File: config.mk
export PLATFORM = sky130hd
export DESIGN_NAME = cau_back_flat
export DESIGN_NICKNAME = d
export VERILOG_FILES = /design/src/rtl/cau_pkg.sv /design/src/rtl/cau_rsp_if.sv /design/src/rtl/cau_back.sv /design/src/flat_wrapper.sv
export SDC_FILE = /design/constraint.sdc
export NUM_CORES = 1
export LEC_CHECK = 0
export BUFFER_PORTS_ARGS = -buffer_cell sky130_fd_sc_hd__buf_2
export CORE_AREA = 4 4 152 154
export DETAILED_ROUTE_END_ITERATION = 7
export DIE_AREA = 0 0 156 158
export PLACE_DENSITY = 0.49
export SYNTH_ARGS = -nofsm -noshare
export SYNTH_HDL_FRONTEND = slang
export SYNTH_SLANG_ARGS = --single-unit
File: constraint.sdc
create_clock -name clk -period 1.1 [get_ports clk]
set_input_delay 0.11 -clock clk [delete_from_list [all_inputs] [get_ports clk]]
set_output_delay 0.11 -clock clk [all_outputs]
set_load 0.05 [all_outputs]
File: src/rtl/cau_pkg.sv
`timescale 1ns / 1ps
package cau_pkg;

    localparam int FRAC_BITS_DEF = 28;
    localparam int DATA_W        = 32;
    localparam int QUO_W         = 33;

    localparam logic [DATA_W-1:0] SAT_MAX = 32'h7FFF_FFFF;
    localparam logic [DATA_W-1:0] SAT_MIN = 32'h8000_0000;

    typedef enum logic [1:0] {
        OP_SQR  = 2'd0,
        OP_MUL  = 2'd1,
        OP_DIV  = 2'd2,
        OP_NONE = 2'd3
    } op_t;

    typedef struct packed {
        logic              valid;
        op_t               op;
        logic              dbz;
        logic              neg_re;
        logic              neg_im;
        logic              big_re;
        logic              big_im;
        logic              mul_ovf;
        logic [DATA_W-1:0] mul_re;
        logic [DATA_W-1:0] mul_im;
    } cau_ctl_t;

    typedef struct packed {
        logic [63:0]      den;
        logic [63:0]      rem_re;
        logic [63:0]      rem_im;
        logic [QUO_W-1:0] quo_re;
        logic [QUO_W-1:0] quo_im;
    } cau_div_t;

endpackage

File: src/rtl/cau_rsp_if.sv
`timescale 1ns / 1ps
interface cau_rsp_if;
    logic               valid;
    logic               ready;
    logic signed [31:0] res_real;
    logic signed [31:0] res_imag;
    logic               overflow;
    logic               divide_by_zero;

    modport source (output valid, res_real, res_imag, overflow, divide_by_zero,
                    input ready);
    modport sink   (input valid, res_real, res_imag, overflow, divide_by_zero,
                    output ready);
endinterface

File: src/rtl/cau_back.sv
`timescale 1ns / 1ps
module cau_back (
    input  logic              clk,
    input  logic              rst_n,
    input  logic              en,
    input  cau_pkg::cau_ctl_t ctl_i,
    input  cau_pkg::cau_div_t div_i,
    cau_rsp_if.source         rsp
);
    import cau_pkg::*;

    function automatic logic [DATA_W:0] quo_sat(input logic [QUO_W-1:0] q, input logic neg,
                                                 input logic big);
        logic [QUO_W-1:0] nq;
        logic             ovf;
        logic [DATA_W:0]  r;
        nq = '0 - q;
        if (neg)
        begin
            ovf = big || q[32] || (q[31] && q[30:0] != '0);
            r   = {ovf, (ovf ? SAT_MIN : nq[31:0])};
        end
        else
        begin
            ovf = big || q[32] || q[31];
            r   = {ovf, (ovf ? SAT_MAX : q[31:0])};
        end
        return r;
    endfunction

    logic [DATA_W:0]   qre, qim;
    logic [DATA_W-1:0] re_next, im_next;
    logic              ovf_next, dbz_next;
    logic              valid_reg, ovf_reg, dbz_reg;
    logic [DATA_W-1:0] re_reg, im_reg;

    assign qre = quo_sat(div_i.quo_re, ctl_i.neg_re, ctl_i.big_re);
    assign qim = quo_sat(div_i.quo_im, ctl_i.neg_im, ctl_i.big_im);

    always_comb
    begin
        re_next  = '0;
        im_next  = '0;
        ovf_next = 1'b0;
        dbz_next = 1'b0;
        case (ctl_i.op)
            OP_SQR, OP_MUL:
            begin
                re_next  = ctl_i.mul_re;
                im_next  = ctl_i.mul_im;
                ovf_next = ctl_i.mul_ovf;
            end
            OP_DIV:
            begin
                if (ctl_i.dbz)
                begin
                    dbz_next = 1'b1;
                end
                else
                begin
                    re_next  = qre[DATA_W-1:0];
                    im_next  = qim[DATA_W-1:0];
                    ovf_next = qre[DATA_W] | qim[DATA_W];
                end
            end
            default:
            begin
                re_next = '0;
            end
        endcase
    end

    always_ff @(posedge clk or negedge rst_n)
    begin
        if (!rst_n)
        begin
            valid_reg <= 1'b0;
        end
        else if (en)
        begin
            valid_reg <= ctl_i.valid;
            re_reg    <= re_next;
            im_reg    <= im_next;
            ovf_reg   <= ovf_next;
            dbz_reg   <= dbz_next;
        end
    end

    assign rsp.valid          = valid_reg;
    assign rsp.res_real       = re_reg;
    assign rsp.res_imag       = im_reg;
    assign rsp.overflow       = ovf_reg;
    assign rsp.divide_by_zero = dbz_reg;
endmodule

File: src/flat_wrapper.sv
// flat-port wrapper written by rule: the top's interface ports become plain ports
module cau_back_flat import cau_pkg::*;
  (clk, rst_n, en, ctl_i, div_i, rsp_valid, rsp_res_real, rsp_res_imag, rsp_overflow, rsp_divide_by_zero, rsp_ready);
  cau_rsp_if rsp_i ();
  input  logic clk;
  input  logic rst_n;
  input  logic en;
  input  cau_pkg::cau_ctl_t ctl_i;
  input  cau_pkg::cau_div_t div_i;
  output wire logic [$bits(rsp_i.valid)-1:0] rsp_valid;
  output wire logic [$bits(rsp_i.res_real)-1:0] rsp_res_real;
  output wire logic [$bits(rsp_i.res_imag)-1:0] rsp_res_imag;
  output wire logic [$bits(rsp_i.overflow)-1:0] rsp_overflow;
  output wire logic [$bits(rsp_i.divide_by_zero)-1:0] rsp_divide_by_zero;
  input wire logic [$bits(rsp_i.ready)-1:0] rsp_ready;
  assign rsp_valid = rsp_i.valid;
  assign rsp_res_real = rsp_i.res_real;
  assign rsp_res_imag = rsp_i.res_imag;
  assign rsp_overflow = rsp_i.overflow;
  assign rsp_divide_by_zero = rsp_i.divide_by_zero;
  assign rsp_i.ready = rsp_ready;
  cau_back u_core (.clk(clk), .rst_n(rst_n), .en(en), .ctl_i(ctl_i), .div_i(div_i), .rsp(rsp_i));
endmodule
**Yosys cells after proc, flatten, opt, wreduce, memory -nomap -nowiden**

Index checks and enable logic that the tools add are counted.

- Register bits after elaboration: 67
- Output and inout bits: 67
- Word-level logic and storage cells: 36
- Bits of input ports: 335

- Eq/ne operators: 2
- Reductions and logical operators: 13
- Add/sub/neg operators: 2
- Mux-type cells: 13
- Bitwise logic cells: 1

Operator list:

| operator | number |
|---|---|
| two-way mux 32 bit | 6 |
| one-hot mux 32 bit (2 select lines) | 2 |
| two-way mux 33 bit | 2 |
| subtractor 1 x 32 -> 32 bit (first input constant) | 2 |
| nonzero test 31 bit | 2 |
| logical OR 1 bit | 6 |
| == test 2 x 1 -> 1 bit (second input constant) | 1 |
| == test 2 bit (second input constant) | 1 |
| logical AND 1 bit | 2 |
| zero test 2 bit | 1 |
| two-way mux 1 bit | 2 |
| one-hot mux 1 bit (2 select lines) | 1 |
| AND reduction 2 bit | 1 |
| OR reduction 2 bit | 1 |
| bitwise OR 1 bit | 1 |

**Logic depth before layout (Yosys ltp)**

Gate-level depths: netlist of run 1.

- Depth after elaboration: 8
- Gate-level depth with buffers: 8

**Least setup slack after synthesis of run 1**

OpenSTA, ideal clock, no wires.

- Path type: in2reg
- From: input port en
- To: register u_core.dbz_reg (netlist: u_core.rsp.divide_by_zero) (enable)
- Stages: 1
- Library setup time: 0.431 ns
- Slack: -0.992 ns
- Data arrival time: 1.661 ns
- Cell sequence: and2_1

- Word-level cells in the longest chain between the ends: 1

RTL lines:

| item | line | text |
|---|---|---|
| from (decl) | flat_wrapper.sv:7 | `input logic en;` |
| AND reduction 2 bit (no source line) | - |  |
| to (signal assigned) | cau_back.sv:85 | `dbz_reg <= dbz_next;` |
| to (decl) | cau_back.sv:34 | `logic valid_reg, ovf_reg, dbz_reg;` |

Every way passes these cells.
A chain may end at the register's enable or synchronous reset.

**Worst setup path in the final report of run 1**

- From: input port div_i[3] in the netlist's numbering
- To: register u_core.im_reg[31] (netlist: u_core.rsp.res_imag[31]), data pin

- Word-level cells in the longest chain between the ends: 7

RTL lines:

| item | line | text |
|---|---|---|
| from (decl) | flat_wrapper.sv:9 | `input cau_pkg::cau_div_t div_i;` |
| branches (longest 3 deep; another with subtractor 1 x 32 -> 32 bit) | - |  |
| two-way mux 32 bit (*) | cau_back.sv:21 | `r = {ovf, (ovf ? SAT_MIN : nq[31:0])};` |
| two-way mux 33 bit (*) | cau_back.sv:18 | `if (neg)` |
| two-way mux 32 bit (*) | cau_back.sv:55 | `if (ctl_i.dbz)` |
| one-hot mux 32 bit (2 select lines) (*) | cau_back.sv:46 | `case (ctl_i.op)` |
| net u_core.im_next[31] | cau_back.sv:32 | `logic [DATA_W-1:0] re_next, im_next;` |
| to (signal assigned) | cau_back.sv:83 | `im_reg <= im_next;` |
| to (decl) | cau_back.sv:35 | `logic [DATA_W-1:0] re_reg, im_reg;` |

Mark *: on every way through the listed nets, which the timed path passes.

==> impl_metrics.toml, run 1 <==
[worst_setup_path]
path_class = "input port to flop"
cpPeakStageDelay_ns = 0.55
cp_num_buf_inv = 3
rr_worst_depth = 1
cp_common_cell = "buf_6"
slowest_stage = "or4_4"
crit_required_ns = 1.20
worst_setup_path_end_kind = "flop"
critical_path_arrival_ns = 1.86
worstReg2RegEnd = "u_core.rsp.valid$_DFFE_PN0P_"
cp_cell_sequence = "buf_6, or4_4, buf_6, nor3_4, buf_6, nand2_4, or4_1, a32o_1"
startpoint_type = "input port"
critPathMaxFanout = 4
crit_family = "simple AND/OR/NAND/NOR gates"
timing.rr.start = "u_core.rsp.valid$_DFFE_PN0P_"
ff2ff_setup_slack_ns = 0.36

[placement]
finalWeightedCongestion = 0.8442
dp_hpwl_mm = 16.17
port_buffers = 208

[timing]
maxSlewViolCount = 0
clock_skew_ns = 0
whs_ns = 0.03317
slew_headroom = 0.5279
setup_viol = 65
worst_slew_pin_slew_ns = 0.7082
max_freq_ghz = 0.5684
setup_ws_ns = -0.6593
hold_violations = 0
post-route-period-util = 1.599
timing.setup.tns_ns = -32.84
finalCriticalPeriod_ns = 1.759
rsz0062_at_grt = "true"

[floorplanning]
dieWidth_um = 156
core_um2 = 21690
ios = 402
chipHeight_um = 158
die_area_um2 = 24650
rows = 54
start_util = 0.2225

[clocking]
clock-sinks = 67
clk_pin_slew_ns = 0.06
cts_tree = "yes"
worstSkewPairLatency_ns = 0.35
cts_buffer_depth = 2
cts_root_buffer = "clkbuf_16"
htreeDepth = 3
cts_buffers = 9

[run_status]
outcome = "complete, but fails checks"
failed_checks = "setup timing"

[yosys]
synth_top_area_share = 0.4108
ys_ff_latch = 67
synth_area_per_cell_um2 = 8.869
synth-compound-area-share = 0.2679
mappedNetlistArea_um2 = 4825
synth_top_family_by_area = "compound AO/OA/AOI/OAI gates"
synthFlopType = "edfxtp_1"
synthXorXnorAreaFrac = 0
synthAdderAreaFrac = 0.005187
synth_edf_count = 66
yosysTopAreaCell = "edfxtp_1"
synthArstFlopShare = 0.01493
synth_seq_area_share = 0.4160
postSynthNetCount = 881
synth_cells = 544
muxShareOfSynthArea = 0.01893
ys_types = 54
synthSimpleGateAreaFrac = 0.2311
yosys_warnings = 0
synthTopCellsByArea = "edfxtp_1 (41%), o2bb2ai_1 (6.9%), a21oi_1 (5.2%), nand2_1 (4.3%), o32ai_1 (3.8%)"

[final_layout]
drive_gt1_frac = 0.6013
mostFrequentLayoutCells = "buf_2 (184), buf_4 (174), edfxtp_1 (66)"
diodes = 0
syn_to_final_growth_pct = 90.33
nets = 1265
final_common_cell = "buf_2"

[hold_path]
hp-class = "input port to flop"
whs_endpoint = "u_core.rsp.valid$_DFFE_PN0P_"
hp-start = "en"
hold_path_depth = 2

[global_routing]
grt_overflow = 0
use_met3 = 0.03909
grt_use_total = 0.1699
grt_busiest_layer = "met2"
grt_pass1_wl_mm = 32.79
grt_max_degree = 45
grt_pass1_vias = 6032
met2_usage = 0.2794
antenna_found_initial = 1
grt_util_met1 = 0.2231

[pwr]
power_density_nw_per_um2 = 955.3
power_switching_mw = 2.940
p_leak_nw = 3.761
internal_power_mw = 5.832
p_sw_frac = 0.3352
power_frac_clock = 0.341
vdd_drop_max_uv = 674.2
p_seq_frac = 0.351
power_frac_comb = 0.308

[detailed_routing]
wirelength_mm = 22.02
routed_via_density = 4.942
vias = 5995
postRouteAntennaNets = 0
dr.first_iter.drc_count = 258
drc = 0
wl_per_cell_um = 18.15
dr.pass1.iters = 5

[job]
drv_cap = 0
==> power groups by stage <==
stage | logic (mW) | registers [mW] | clock network (mW)
after detailed placement | 2.34 | 3.13 | 0
after global routing | 2.88 | 3.10 | 3.17
after floorplan | 0.600 | 3.76 | 0
after CTS | 2.60 | 3.08 | 3.06
after global placement | 2.33 | 3.14 | 0
final | 2.70 | 3.08 | 2.99
==> cell families after synthesis <==
logic type               count (synthesis)
AND/OR/NAND/NOR                        206
AO/OA/AOI/OAI                          185
buffers and inverters                   75
flip-flops                              67
multiplexers                             9
adder cells (fa/ha/maj)                  2
==> per-stage QoR <==
stage,area (um^2),util,instances,power (mW),worst slack (ns)
after floorplan,5026,-,544,4.357,-0.9581
after global placement,7614,0.3510,1165,5.469,-1.116
after detailed placement,7614,0.3510,1165,5.469,-1.134
after CTS,8748,0.4034,1200,8.738,-0.6324
after global routing,9183,0.4234,1213,9.150,-0.6977
final,9183,0.4234,1213,8.772,-0.6593
==> per-layer routing <==
metal	share of wire	wire length, um
met3	0.081	1794
met2	0.47	10300
met1	0.43	9488
met4	0.019	424
met5	0.00050	11
==> cells in the mapped netlist (all sizes together) (8+ instances only) <==
cell type	instances
a21oi	50
a31oi	18
clkbuf	37
edfxtp	66
inv	31
mux2i	8
nand2	55
nand2b	8
nand3	11
nand4	17
nor2	36
nor3	20
nor4	19
o21ai	15
o22ai	19
o2bb2ai	38
o311ai	8
o32ai	22
or3	9
or4	9
==> cell type report <==
type,instances,area [um^2]
fillers,2155,12510
multi-input cells,403,3436
repair buffers,416,2959
flip-flops and latches,67,2007
well taps,280,350.3
clock buffers,9,225.2
inverters,31,136.4
clock inverters,7,68.82
==> repair_timing <==
item,4_1_cts,5_1_grt
gates resized for setup,137,73
cloned,2,0
setup endpoints to repair,70,74
hold buffers,2,0
endpoints found under the hold margin,2,0
pin swaps,54,37
setup buffers,17,15
==> worst max path at each step <==
stage / cells past startpoint / endpoint / start / slack, ns
floorplan: 7 / u_core.rsp.res_imag[27]$_DFFE_PP_ / div_i[4] / -0.96
finish: 8 / u_core.rsp.res_imag[31]$_DFFE_PP_ / div_i[3] / -0.66
CTS: 8 / u_core.rsp.res_imag[31]$_DFFE_PP_ / div_i[3] / -0.63
global placement: 8 / u_core.rsp.res_imag[31]$_DFFE_PP_ / div_i[4] / -1.12
detailed placement: 8 / u_core.rsp.res_imag[31]$_DFFE_PP_ / div_i[4] / -1.13
global route: 8 / u_core.rsp.res_imag[31]$_DFFE_PP_ / div_i[3] / -0.70
No activity file was read; power rests on OpenSTA's default activity.
==> run 2, diff against run 1 <==
--- a/config.mk
+++ b/config.mk
@@ -9,7 +9,7 @@
 export CORE_AREA = 4 4 152 154
 export DETAILED_ROUTE_END_ITERATION = 7
 export DIE_AREA = 0 0 156 158
-export PLACE_DENSITY = 0.49
+export PLACE_DENSITY = 0.51
 export SYNTH_ARGS = -nofsm -noshare
 export SYNTH_HDL_FRONTEND = slang
 export SYNTH_SLANG_ARGS = --single-unit
==> constraint.sdc (replaced) <==
create_clock -name clk -period 1.54 [get_ports clk]
set_input_delay 0.154 -clock clk [delete_from_list [all_inputs] [get_ports clk]]
set_output_delay 0.154 -clock clk [all_outputs]
set_load 0.05 [all_outputs]
==> impl_metrics.toml, run 2 (synthesized netlist as in run 1, its figures left out) <==
[run_status]
outcome = "complete, but fails checks"
failed_checks = "setup timing"

[global_routing]
grt_pass1_vias = 6004
antenna_found_initial = 2
grt_max_degree = 45
grt_use_total = 0.1748
grt_pass1_wl_mm = 33.35
grt_overflow = 0

[final_layout]
fin_util = 0.4310
drive_gt1_frac = 0.6074
diodes = 0
mostFrequentLayoutCells = "buf_2 (193), buf_4 (149), edfxtp_1 (66)"
design_area_um2 = 9348
final_common_cell = "buf_2"
layout.cells.non_filler = 1197
n_fill_cell = 2116
syn_to_final_growth_pct = 93.75
nets = 1249

[timing]
clock_skew_ns = 0
post-route-period-util = 1.153
slew_headroom = 0.3744
timing.setup.tns_ns = -7.156
maxSlewViolCount = 0
setup_viol = 57
setup_ws_ns = -0.2356
rsz0062_at_grt = "true"
whs_ns = 0.05638
finalCriticalPeriod_ns = 1.776
hold_violations = 0
worst_slew_pin_slew_ns = 0.9384
max_freq_ghz = 0.5632

[job]
drv_cap = 0

[detailed_routing]
wl_met2_mm = 10.41
wl_per_cell_um = 19.01
dr.first_iter.drc_count = 330
dr.pass1.iters = 5
vias = 6092
wirelength_mm = 22.76
drt-met1-wl_mm = 10.07
drc = 0
dr_wl_met3_mm = 1.893
postRouteAntennaNets = 0
routed_via_density = 5.089
topRoutingLayerUsed = "met5"

[clocking]
cts_buffer_depth = 2
cts_root_buffer = "clkbuf_16"
cts_tree = "yes"
htreeDepth = 3
worstSkewPairLatency_ns = 0.34
clock-sinks = 67
cts_buffers = 9
clk_pin_slew_ns = 0.06

[floorplanning]
core_um2 = 21690
ios = 402
start_util = 0.2225
chipHeight_um = 158
die_area_um2 = 24650
dieWidth_um = 156
rows = 54

[worst_setup_path]
slowest_stage = "or4_4"
cp_num_buf_inv = 1
cp_cell_sequence = "buf_6, or4_4, or3_4, nor4_4, mux2i_1, o32ai_2"
startpoint_type = "input port"
crit_family = "simple AND/OR/NAND/NOR gates"
critPathMaxFanout = 6
path_class = "input port to flop"
critical_path_arrival_ns = 1.85
crit_required_ns = 1.62
worst_setup_path_end_kind = "flop"
cpPeakStageDelay_ns = 0.57

[pwr]
vdd_drop_max_uv = 442.0
p_total_mw = 6.686
p_leak_nw = 3.828
power_density_nw_per_um2 = 715.2

[hold_path]
hp-class = "input port to flop"

[placement]
dp_cells = 1150
port_buffers = 208
pre_cts_slack_ns = -0.7403
place_area_um2 = 7526
dp_hpwl_mm = 16.51
finalWeightedCongestion = 0.8084
==> run 2: final timing paths <==
kind,to,depth (start not counted),from,slack (ns)
max in group asynchronous,u_core.rsp.valid$_DFFE_PN0P_,2,rst_n,1.33
setup reg to reg,u_core.rsp.valid$_DFFE_PN0P_,1,u_core.rsp.valid$_DFFE_PN0P_,0.80
hold reg to reg,u_core.rsp.valid$_DFFE_PN0P_,1,u_core.rsp.valid$_DFFE_PN0P_,0.52
setup / recovery,u_core.rsp.res_imag[27]$_DFFE_PP_,6,div_i[4],-0.24
hold / removal,u_core.rsp.valid$_DFFE_PN0P_,2,ctl_i[72],0.06
min in group asynchronous,u_core.rsp.valid$_DFFE_PN0P_,2,rst_n,0.12
==> run 2: layout make-up <==
type / count / area [um^2] / share of cell area
clock inverter: 4 / 97.59 / 0.01044
clock buffer: 12 / 256.5 / 0.02744
inverter: 31 / 138.9 / 0.01486
tap: 280 / 350.3 / 0.03748
timing repair buffer: 400 / 2924 / 0.3128
multi-input combinational: 403 / 3573 / 0.3823
sequential: 67 / 2007 / 0.2147
==> run 2: metal layers <==
metal,vias to the layer above,GRT usage
met2,249,0.2837
met3,29,0.04319
met1,2908,0.2334
li1,2902,-
met5,-,0
met4,4,0.04585
==> run 2: timing repair <==
action                                  CTS  global route
setup buffers                            18            11
pin swaps                                59            50
gates resized for setup                 148            73
cloned                                    5             1
endpoints found under the setup margin   61            65
endpoints found under the hold margin     1             0
hold buffers                              1             0
==> run 2: power breakdown <==
part	total, mW	switching (mW)	internal, mW
Sequential	2.21	0.0480	2.16
Combinational	1.96	1.20	0.764
Clock	2.51	0.841	1.67
Total	6.69	2.09	4.60
