===== src/rtl/cau_pkg.sv =====
`timescale 1ns / 1ps
package cau_pkg;

    localparam int FRAC_BITS_DEF = 28;
    localparam int DATA_W        = 32;
    localparam int QUO_W         = 33;

    localparam logic [DATA_W-1:0] SAT_MAX = 32'h7FFF_FFFF;
    localparam logic [DATA_W-1:0] SAT_MIN = 32'h8000_0000;

    typedef enum logic [1:0] {
        OP_SQR  = 2'd0,
        OP_MUL  = 2'd1,
        OP_DIV  = 2'd2,
        OP_NONE = 2'd3
    } op_t;

    typedef struct packed {
        logic              valid;
        op_t               op;
        logic              dbz;
        logic              neg_re;
        logic              neg_im;
        logic              big_re;
        logic              big_im;
        logic              mul_ovf;
        logic [DATA_W-1:0] mul_re;
        logic [DATA_W-1:0] mul_im;
    } cau_ctl_t;

    typedef struct packed {
        logic [63:0]      den;
        logic [63:0]      rem_re;
        logic [63:0]      rem_im;
        logic [QUO_W-1:0] quo_re;
        logic [QUO_W-1:0] quo_im;
    } cau_div_t;

endpackage


===== src/rtl/cau_div_stage.sv =====
`timescale 1ns / 1ps
module cau_div_stage (
    input  logic              clk,
    input  logic              rst_n,
    input  logic              en,
    input  cau_pkg::cau_ctl_t ctl_i,
    input  cau_pkg::cau_div_t div_i,
    output cau_pkg::cau_ctl_t ctl_o,
    output cau_pkg::cau_div_t div_o
);
    import cau_pkg::*;

    // one restoring step for both lanes against the shared divisor
    logic [64:0] tre, tim, dre, dim;
    logic        ge_re, ge_im;
    cau_div_t    div_next, div_reg;
    cau_ctl_t    ctl_reg;

    always_comb
    begin
        tre   = {div_i.rem_re, div_i.quo_re[QUO_W-1]};
        tim   = {div_i.rem_im, div_i.quo_im[QUO_W-1]};
        dre   = tre - {1'b0, div_i.den};
        dim   = tim - {1'b0, div_i.den};
        ge_re = !dre[64];
        ge_im = !dim[64];
        div_next.den    = div_i.den;
        div_next.rem_re = ge_re ? dre[63:0] : tre[63:0];
        div_next.rem_im = ge_im ? dim[63:0] : tim[63:0];
        div_next.quo_re = {div_i.quo_re[QUO_W-2:0], ge_re};
        div_next.quo_im = {div_i.quo_im[QUO_W-2:0], ge_im};
    end

    always_ff @(posedge clk or negedge rst_n)
    begin
        if (!rst_n)
        begin
            ctl_reg.valid <= 1'b0;
        end
        else if (en)
        begin
            ctl_reg <= ctl_i;
            div_reg <= div_next;
        end
    end

    assign ctl_o = ctl_reg;
    assign div_o = div_reg;
endmodule


===== config.mk =====
export PLATFORM = sky130hd
export DESIGN_NAME = cau_div_stage
export DESIGN_NICKNAME = d
export VERILOG_FILES = /design/src/rtl/cau_pkg.sv /design/src/rtl/cau_div_stage.sv
export SDC_FILE = /design/constraint.sdc
export NUM_CORES = 1
export LEC_CHECK = 0
export BUFFER_PORTS_ARGS = -buffer_cell sky130_fd_sc_hd__buf_2
export CAP_MARGIN = 0
export CORE_MARGIN = 1.5
export CORE_UTILIZATION = 25
export CTS_CLUSTER_DIAMETER = 120
export CTS_CLUSTER_SIZE = 14
export DETAILED_ROUTE_END_ITERATION = 8
export HOLD_SLACK_MARGIN = 0.03
export PLACE_DENSITY = 0.45
export SLEW_MARGIN = 15
export SYNTH_ARGS = -nofsm -noshare
export SYNTH_HDL_FRONTEND = slang
export SYNTH_SLANG_ARGS = --single-unit

===== constraint.sdc =====
create_clock -name clk -period 1.75 [get_ports clk]
set_input_delay 0.175 -clock clk [delete_from_list [all_inputs] [get_ports clk]]
set_output_delay 0.175 -clock clk [all_outputs]
set_load 0.1 [all_outputs]

; Word-level counts from Yosys, hierarchy flattened
; Cells that the tools add are included.
; W data, S select, Z words.
[word_totals]
out_inout_bits = 331
regBits = 331
input_bits = 334
[classes]
addsub = 2
n_reduce_logical = 3
mux = 2
[ops]
columns = op, count
row1 = $sub A65 B64 Y65, 2
row2 = $mux W64, 2
row3 = $logic_not A1 Y1, 2
row4 = $reduce_and A2 Y1, 1

; Logic depth before layout (Yosys ltp)
; Gate-level depths: netlist of run 1.
[logic_depth]
depth_word = 2
mapped_depth = 16
ltp_nobuf = 14

; Worst setup path after synthesis of run 1
; OpenSTA, ideal clock, no wires.
[synth_path]
path_kind = input -> register
startpoint = input en
endpoint = register ctl_reg, in the netlist ctl_o[0] (enable)
t_required_ns = 1.017
n_path_buf = 0
setup_time_ns = 0.733
arrival_time_ns = 7.610
slack_ns = -6.593
stages = 1
path_cell_list = and2_1
[synth_between]
elab_chain_cells = 1
[synth_lines]
columns = item, line_no
row1 = "start, declared", cau_div_stage.sv:5  ; input logic en,
row2 = $reduce_and A2 Y1 (no line), n/a
row3 = "end signal, assigned", cau_div_stage.sv:42  ; ctl_reg <= ctl_i;
row4 = "end, declared", cau_div_stage.sv:17  ; cau_ctl_t ctl_reg;
; Every way passes these cells.
; A chain may end at the register's enable or synchronous reset.

==> results of run 1 <==
[flip-flops by register name, indices dropped and copies added, names as in the netlist]
signal / cells
ctl_o: 73
div_o: 258
[per-layer routing]
metal,share of wire,global-route usage
met1,0.39,0.2604
met4,0.025,0.05951
met3,0.060,0.04188
met2,0.52,0.4178
met5,0.00081,0
[cell usage after synthesis, drive strengths merged, types with 3 or more instances]
library cell and instances:
edfxtp 330, nand2 247, o21ai 209, a21oi 152
ha 128, inv 101, a21o 74, nor2 73
xnor2 66, clkbuf 65, xor2 50, nand4 46
buf 33, nand3 29, o21bai 24, o31ai 18
nor3 17, o211ai 17, a31oi 16, a211oi 15
nand2b 13, and2 11, and3 11, nor2b 9
nor4 9, o21a 9, a221oi 8, a21boi 7
a311oi 6, or3 6, a211o 5, a41oi 5
or2 5, a2111oi 4, nor3b 4, o41ai 4
and4 3, mux2 3, o311ai 3, o41a 3
[worst max-delay path, cell delays in order]
cell and delay, ns:
buf_8 0.08, inv_6 0.03, buf_12 0.11, ha_4 0.24
and2_4 0.17, a221oi_4 0.39, a211oi_4 0.12, o211a_1 0.31
o2111a_2 0.32, o211ai_4 0.21, a21oi_2 0.10, o41a_1 0.36
nor4b_2 0.18, a211o_1 0.23
[metrics by stage]
step / hold slack (ns) / instance area (um^2) / TNS (ns) / cells / power, uW
2_1_floorplan: -0.1206 / 20060 / -505.90 / 1866 / 18290
3_3_place_gp: -0.04314 / 28980 / -217.06 / 4098 / 22510
3_5_place_dp: -0.04062 / 28980 / -220.14 / 4098 / 22510
4_1_cts: -0.2767 / 35340 / -94.71 / 4541 / 31320
5_1_grt: -0.2750 / 36510 / -112.73 / 4560 / 32970
6_report: -0.2358 / 36530 / -102.19 / 4567 / 31590
[how the worst max path moves through the flow]
stage                from          to  slack (ns)
2_1_floorplan       rst_n    ctl_o[0]       -1.17
3_3_place_gp   div_i[194]  div_o[179]       -1.87
3_5_place_dp   div_i[195]  div_o[187]       -1.89
4_1_cts        div_i[198]  div_o[193]       -0.85
5_1_grt         div_i[32]  div_o[127]       -1.03
6_report       div_i[198]  div_o[193]       -0.94
[final cells by class]
cell class	count	area share
Antenna cell	12	0.0008221
Clock buffer	40	0.02216
Inverter	101	0.01264
Clock inverter	7	0.001644
Timing Repair Buffer	1700	0.3537
Sequential cell	331	0.2720
Multi-Input combinational cell	1336	0.3014
Tap cell	1040	0.03562
[timing repair]
| action | in CTS | in global routing |
|---|---|---|
| gates resized for setup | 278 | 271 |
| gates cloned | 20 | 4 |
| setup buffers | 52 | 26 |
| setup endpoints to repair | 133 | 132 |
| endpoints found under the hold margin | 330 | 3 |
| pin swaps | 89 | 81 |
[kinds of logic after synthesis]
family,after synthesis,synth area share
AOI/OAI and AO/OA,595,0.1915
xor gates and xnor gates,116,0.05205
adders and majority gates,130,0.08410
buffers and inverters,199,0.04481
DFF,331,0.5090
muxes,5,0.002756
and+or+nand+nor,490,0.1158
[power by group]
group	switching (uW)	total, uW	internal (uW)
logic	9770	15300	5500
clock network	3240	6490	3240
registers	227	9830	9610
total	13200	31600	18400
==> results.yml, run 1 <==
placement:
  port_buffers: 664
  hpwlAfterDp_um: 71410
  pre_cts_slack_ns: -1.888
  place_congestion: 0.8964
critical_path:
  worst-r2r-cell-count: 2
  r2r_setup_slack_ns: 0.45
  crit_required_ns: 2.09
  start_kind: "primary input"
  crit_arrival_ns: 3.03
  cp-end-kind: "flop"
  r2r-start: "ctl_o[72]"
  r2r_end: "ctl_o[72]"
  cp_max_fo: 4
  crit_type: "primary input to flop"
routing:
  viasPerCell: 4.619
  first_iter_violations: 982
  drc_errors: 0
  ant_nets: 0
  wl_per_cell_um: 20.58
  drt-total-wl_um: 94000
  dr_total_vias: 21100
  dr.pass1.iters: 5
floorplanning:
  initial_utilization: 0.2524
  core_mm2: 0.07734
  die_area_mm2: 0.07976
  ioPinCount: 665
  die_y_um: 282.4
  die_w_um: 282.4
  rows: 102
finish:
  final-seq-area_mm2: 0.009935
  fin_nets: 3964
  final_cell_mix: "buf_2, buf_4, edfxtp_1"
  area_growth_pct: 87.14
  utilization: 0.4723
  multiInputGateArea_mm2: 0.01101
  layout-drive-gt1-share: 0.5135
  final_common_cell: "buf_2"
  fill_cells: 7370
clock_tree:
  clkLatencyLatePin_ns: 0.60
  cts_tree: "built"
  clk_pin_slew_ns: 0.06
  h-tree-depth: 1
  cts-root-buf: "clkbuf_16"
  cts_hold_buf: 329
  numCtsBuffers: 30
  cts_sinks: 331
  clockBufferDepth: 3
synthesis:
  yosysSeqAreaShare: 0.5090
  syn_nets: 2330
  synth-warning-count: 0
  synth_area_leaders: "edfxtp_1, ha_1, nand2_1, o21ai_0, a21oi_1"
  async_flop_share: 0.003021
  synth_ff_type: "edfxtp_1"
  yosysTopAreaCell: "edfxtp_1"
  synth_area_mm2: 0.01952
  yosysUniqueCellTypes: 81
  avgSynthCellArea_um2: 10.46
  synth_top_area_share: 0.5077
  ys_seq_elements: 331
  synth_edf_count: 330
  syn_inst: 1866
timing:
  rsz0062_at_grt: "true"
  finalClockSkew_ns: 0
  finalSetupViolCount: 130
  hold_ws_ns: -0.2358
  slew_viol_final: 0
  max_freq_mhz: 372.0
  period_share: 1.536
  relSlewSlack: 0.5301
  worst_slew_pin_slew_ns: 0.6975
  period_minus_slack_ns: 2.688
  hold_violations: 3
  layout_setup_ws_ns: -0.9384
global_route:
  grt_max_degree: 58
  grt-ovfl-total: 0
  first_global_vias: 21800
  grtUsageTotal: 0.2243
  grt_pass1_wl_um: 134100
  antenna_found_initial: 21
worst_hold_path:
  holdPathStages: 1
  hold_path_class: "primary input to flop"
  hold_path_end: "div_o[194]"
  hold_start: "div_i[194]"
power_and_ir_drop:
  peakVddDrop_uv: 707.0
  p_leak_uw: 0.01604
  power.density_mw_per_mm2: 865.0
run_status:
  failed_checks: "hold timing, setup timing"
  status: "finished with violations"
flow_run:
  cap_violations: 0
Note: power is estimated with default switching activity, not from simulation.
==> run 2: changes to the inputs <==
Settings changed: ABC_AREA set to 1, PLACE_DENSITY 0.45 to 0.43.
==> run 2 against run 1 <==
The run ends with setup timing left. Register-to-register slack got worse by 0.02 ns. Sequential power barely moved. Flip-flop and latch count did not move. Synthesized cell count rose by 87%. Non-clock buffer count fell by 83. First-iteration DRC count rose by 63%. Critical path type unchanged. Highest routed layer unchanged.
==> results.yml, run 2 <==
placement:
  place_congestion: 0.9313
  hpwlAfterDp_um: 101400
  pre_cts_slack_ns: -0.9577
  placed_cell_area_mm2: 0.03372
  port_buffers: 664
routing:
  drt-total-wl_um: 126000
  dr_total_vias: 27520
  viasPerCell: 4.304
  wl_per_cell_um: 19.70
  first_iter_violations: 1597
  ant_nets: 0
  drc_errors: 0
  dr.pass1.iters: 6
finish:
  final_cell_mix: "nand2_1, inv_1, buf_2"
  layout-drive-gt1-share: 0.3424
  fill_cells: 10010
  final_common_cell: "nand2_1"
  final_area_mm2: 0.04011
  area_growth_pct: 65.83
  largest_reg_flops: 258
  fin_nets: 5572
critical_path:
  crit_arrival_ns: 2.32
  worst-r2r-cell-count: 2
  cp_max_fo: 8
  r2r_setup_slack_ns: 0.43
  start_kind: "primary input"
  r2r_end: "ctl_o[72]"
  crit_type: "primary input to flop"
  endpoint: "div_o[133]"
  startpoint: "div_i[229]"
  cp-end-kind: "flop"
  crit_required_ns: 2.15
  r2r-start: "ctl_o[72]"
timing:
  hold_ws_ns: 0.1243
  worst_slew_pin_slew_ns: 0.5749
  layout_setup_ws_ns: -0.1710
  finalSetupViolCount: 128
  rsz0062_at_grt: "true"
  relSlewSlack: 0.6194
  finalClockSkew_ns: 0
  slew_viol_final: 0
  max_freq_mhz: 520.6
  period_minus_slack_ns: 1.921
  hold_violations: 0
  period_share: 1.098
global_route:
  grt_pass1_wl_um: 170900
  use_met1: 0.2866
  first_global_vias: 27390
  antenna_found_initial: 9
  grt_use_met3: 0.02451
  met2_usage: 0.4359
  grt_max_degree: 39
  grt_busiest_layer: "met2"
  grtUsageTotal: 0.2370
  grt-ovfl-total: 0
clock_tree:
  clk_pin_slew_ns: 0.07
  clkLatencyLatePin_ns: 0.64
  cts-root-buf: "clkbuf_16"
  h-tree-depth: 1
  cts_tree: "built"
  clockBufferDepth: 3
  cts_sinks: 331
  numCtsBuffers: 30
power_and_ir_drop:
  power.density_mw_per_mm2: 782.0
  p_leak_uw: 0.02117
  peakVddDrop_uv: 808.6
synthesis:
  syn_nets: 3947
  synth_top_area_share: 0.4097
  async_flop_share: 0.003021
  synth_area_leaders: "edfxtp_1, nand2_1, inv_1, ha_1, nor2_1"
  synth_area_mm2: 0.02419
  synth_ff_type: "edfxtp_1"
  yosysUniqueCellTypes: 32
  ys_seq_elements: 331
  yosysSeqAreaShare: 0.4107
  synth-warning-count: 0
  netlist_top_cells_count: "nand2_1, inv_1, edfxtp_1"
  synth_edf_count: 330
  avgSynthCellArea_um2: 6.945
  syn_inst: 3483
  yosysTopAreaCell: "edfxtp_1"
  yosysMostFrequentCell: "nand2_1"
floorplanning:
  ioPinCount: 665
  rows: 113
  die_area_mm2: 0.09863
  die_w_um: 314.1
  core_mm2: 0.09544
  initial_utilization: 0.2535
  die_y_um: 314.1
run_status:
  status: "finished with violations"
  failed_checks: "setup timing"
flow_run:
  cap_violations: 0
worst_hold_path:
  hold_path_class: "primary input to flop"
==> run 2: area by class of cell <==
class | count | area (um^2) | share of cell area
Inverter | 725 | 2799 | 0.06978
Timing Repair Buffer | 1617 | 12010 | 0.2994
Sequential cell | 331 | 9935 | 0.2477
Antenna cell | 3 | 7.507 | 0.0001872
Tap cell | 1265 | 1583 | 0.03946
Clock inverter | 7 | 86.33 | 0.002152
Multi-Input combinational cell | 2403 | 12880 | 0.3212
Clock buffer | 43 | 809.5 | 0.02018
==> run 2: cell families after synthesis <==
kind of cell    share of synthesized area
simple gates                       0.3469
xor+xnor                          0.02245
compound gates                    0.02835
flops                              0.4107
mux                             0.0004655
fa+ha+maj                         0.06787
buf+inv                            0.1232
==> run 2: repair_timing <==
| action | 4_1_cts | 5_1_grt |
|---|---|---|
| buffers inserted | 1 | 16 |
| pin swaps | 0 | 49 |
| setup endpoints to repair | 145 | 130 |
| hold endpoints to repair | 329 | 1 |
| hold buffers | 330 | 1 |
| resized for setup | 99 | 269 |
| gates cloned | 0 | 24 |
==> run 2: layer usage <==
metal  vias up  wire length [um]  share of wire
met5         -                24        0.00019
met4         4              5231          0.042
met3       169              5266          0.042
met2       730             63160           0.50
met1     12710             52300           0.42
li1      13910                 -              -
==> run 2: metrics by stage <==
step                      utilization  total power, uW  setup TNS, ns  cells
after floorplan                     -            18630       -1296.61   3483
after global placement         0.3533            23230        -105.76   5969
after detailed placement       0.3533            23220        -105.32   5969
after CTS                      0.4019            30640         -8.278   6350
after global routing           0.4202            32810         -23.83   6391
final                          0.4203            31370         -14.55   6394
==> run 2: worst min-delay path by stage <==
stage	start	end	slack (ns)	depth (start not counted)
after floorplan	rst_n	ctl_o[72]	-0.12	0
after global placement	rst_n	ctl_o[72]	-0.009	1
after detailed placement	rst_n	ctl_o[72]	-0.007	1
after CTS	div_i[229]	div_o[229]	-0.31	1
after global routing	div_i[161]	div_o[162]	0.10	4
final	div_i[32]	div_o[66]	0.12	6
==> run 2: worst max-delay path, stage by stage <==
cell,delay (ns)
buf_8,0.08
clkinvlp_4,0.15
buf_12,0.17
ha_4,0.30
nand2_4,0.07
inv_4,0.06
nand2_4,0.06
nor2_4,0.12
nand2_2,0.07
nor4_2,0.21
buf_4,0.16
nand2_4,0.07
nand3_4,0.13
nand2_8,0.16
clkbuf_16,0.22
nand2_2,0.06
nand2_1,0.04
==> run 2: power breakdown <==
part	total, uW	internal (uW)	switching [uW]
Clock	6510	3240	3270
Combinational	15100	4730	10300
Sequential	9800	9560	241
Total	31400	17500	13800
==> run 3: changes to the inputs <==
Settings changed: RECOVER_POWER set to 50.
==> run 3 against run 2 <==
The run still ends with setup timing left. Routed wire length hardly changed. Die area is the same. First-iteration DRC count increased by 11%. Core utilization fell by 0.15 points. Flip-flop and latch count is the same. Critical path type unchanged. Total power fell by 0.18%. Worst setup slack lost 0.013 ns.
==> results.yml, run 3 (synthesis results as in run 2) <==
critical_path:
  crit_required_ns: 2.14
  crit_type: "primary input to flop"
  startpoint: "div_i[249]"
  cp_max_fo: 15
  path_cells: "clkbuf_1, inv_2, ha_1, nand2_2, inv_1, a21oi_2, nand2_1, nand2_1, nand2_1, a21oi_2, buf_6, nand2_4, nand2_4, nand2_8, clkbuf_16, nand2_1, nand2_1"
  slowest_delay_ns: 0.34
  crit_arrival_ns: 2.32
  slowest_stage: "ha_1"
  crit_path_frequent_cell: "nand2_1"
  cp-end-kind: "flop"
  start_kind: "primary input"
  worst-r2r-cell-count: 2
  r2r-start: "ctl_o[72]"
timing:
  slew_viol_final: 0
  fin_tns_setup_ns: -23.55
  period_share: 1.105
  finalSetupViolCount: 222
  period_minus_slack_ns: 1.934
  relSlewSlack: 0.4666
  hold_violations: 0
  max_freq_mhz: 517.0
  hold_ws_ns: 0.1229
  finalClockSkew_ns: 0
  layout_setup_ws_ns: -0.1844
  worst_slew_pin_slew_ns: 0.8001
  rsz0062_at_grt: "true"
flow_run:
  cap_violations: 0
global_route:
  first_global_vias: 27390
  grt_use_met3: 0.02451
  use_met1: 0.2866
  grtUsageTotal: 0.2370
  grt_pass1_wl_um: 170900
  grt_busiest_layer: "met2"
  met2_usage: 0.4359
  grt-ovfl-total: 0
  grt_max_degree: 39
  antenna_found_initial: 9
clock_tree:
  cts-root-buf: "clkbuf_16"
  numCtsBuffers: 30
  h-tree-depth: 1
  cts_sinks: 331
  clkLatencyLatePin_ns: 0.64
  cts_tree: "built"
  clockBufferDepth: 3
  clk_pin_slew_ns: 0.07
finish:
  layout-drive-gt1-share: 0.3340
  utilization: 0.4189
  final_cell_mix: "nand2_1, inv_1, buf_2"
  final_common_cell: "nand2_1"
  largest_reg_flops: 258
  fin_nets: 5572
  area_growth_pct: 65.26
floorplanning:
  die_y_um: 314.1
  rows: 113
  core_mm2: 0.09544
  initial_utilization: 0.2535
  ioPinCount: 665
  die_w_um: 314.1
  die_area_mm2: 0.09863
routing:
  drt-total-wl_um: 126000
  drc_errors: 0
  dr_total_vias: 27550
  viasPerCell: 4.308
  first_iter_violations: 1770
  dr.pass1.iters: 5
  wl_per_cell_um: 19.70
  ant_nets: 0
worst_hold_path:
  hold_start: "div_i[32]"
  hold_path_class: "primary input to flop"
  holdPathStages: 6
power_and_ir_drop:
  power.density_mw_per_mm2: 783.3
  peakVddDrop_uv: 807.0
  p_leak_uw: 0.02103
placement:
  pre_cts_slack_ns: -0.9577
  place_congestion: 0.9313
  hpwlAfterDp_um: 101400
  port_buffers: 664
run_status:
  status: "finished with violations"
  failed_checks: "setup timing"
==> run 3: cell types whose count changed in the layout (fill, tap and decap cells not counted), sizes merged <==
cell	delta
buf	-50
clkbuf	+50
diode	+1
==> run 3: what timing repair did <==
item,4_1_cts,5_1_grt
setup endpoints to repair,145,130
hold buffers,330,1
pin swaps,0,49
cloned,0,24
gates resized for setup,99,269
buffers inserted,1,16
endpoints found under the hold margin,329,1
==> run 3: cell type report <==
cell class | count | area (um^2)
Inverter | 725 | 2796
Clock inverter | 7 | 86.33
Antenna cell | 4 | 10.01
Sequential cell | 331 | 9935
Timing Repair Buffer | 1617 | 11870
Clock buffer | 43 | 809.5
Fill cell | 10040 | 55460
Tap cell | 1265 | 1583
Multi-Input combinational cell | 2403 | 12880
==> run 3: worst paths after layout <==
path | endpoint | slack (ns)
min | div_o[66] | 0.12
max | div_o[94] | -0.18
max reg2reg | ctl_o[72] | 0.43
min reg2reg | ctl_o[72] | 1.08
min in group asynchronous | ctl_o[72] | 0.60
max in group asynchronous | ctl_o[72] | 1.04
==> run 3: per-layer routing <==
| metal | vias up | part of all wire | wire (um) |
|---|---|---|---|
| met4 | 4 | 0.042 | 5244 |
| met3 | 170 | 0.040 | 5102 |
| li1 | 13920 | - | - |
| met5 | - | 0.00019 | 24 |
| met1 | 12720 | 0.42 | 52560 |
| met2 | 743 | 0.50 | 63060 |
==> run 3: metrics by stage <==
stage | total power (uW) | area [um^2] | std cells
6_report | 31310 | 39970 | 6395
2_1_floorplan | 18630 | 24470 | 3483
5_1_grt | 32770 | 39960 | 6391
3_3_place_gp | 23230 | 33720 | 5969
4_1_cts | 30640 | 38350 | 6350
3_5_place_dp | 23220 | 33720 | 5969
==> run 3: worst max-delay path: cells and delay by family <==
family / cells / cell delay [ns]
AO/OA/AOI/OAI: 2 / 0.30
adder cells (fa/ha/maj): 1 / 0.34
buffers and inverters: 5 / 0.67
AND/OR/NAND/NOR: 9 / 0.80
==> run 3: power breakdown <==
| part | internal [uW] | leakage, uW | total [uW] | switching [uW] |
|---|---|---|---|---|
| registers | 9560 | 0.00307 | 9810 | 242 |
| logic | 4700 | 0.0175 | 15000 | 10300 |
| clock network | 3240 | 0.000426 | 6490 | 3250 |
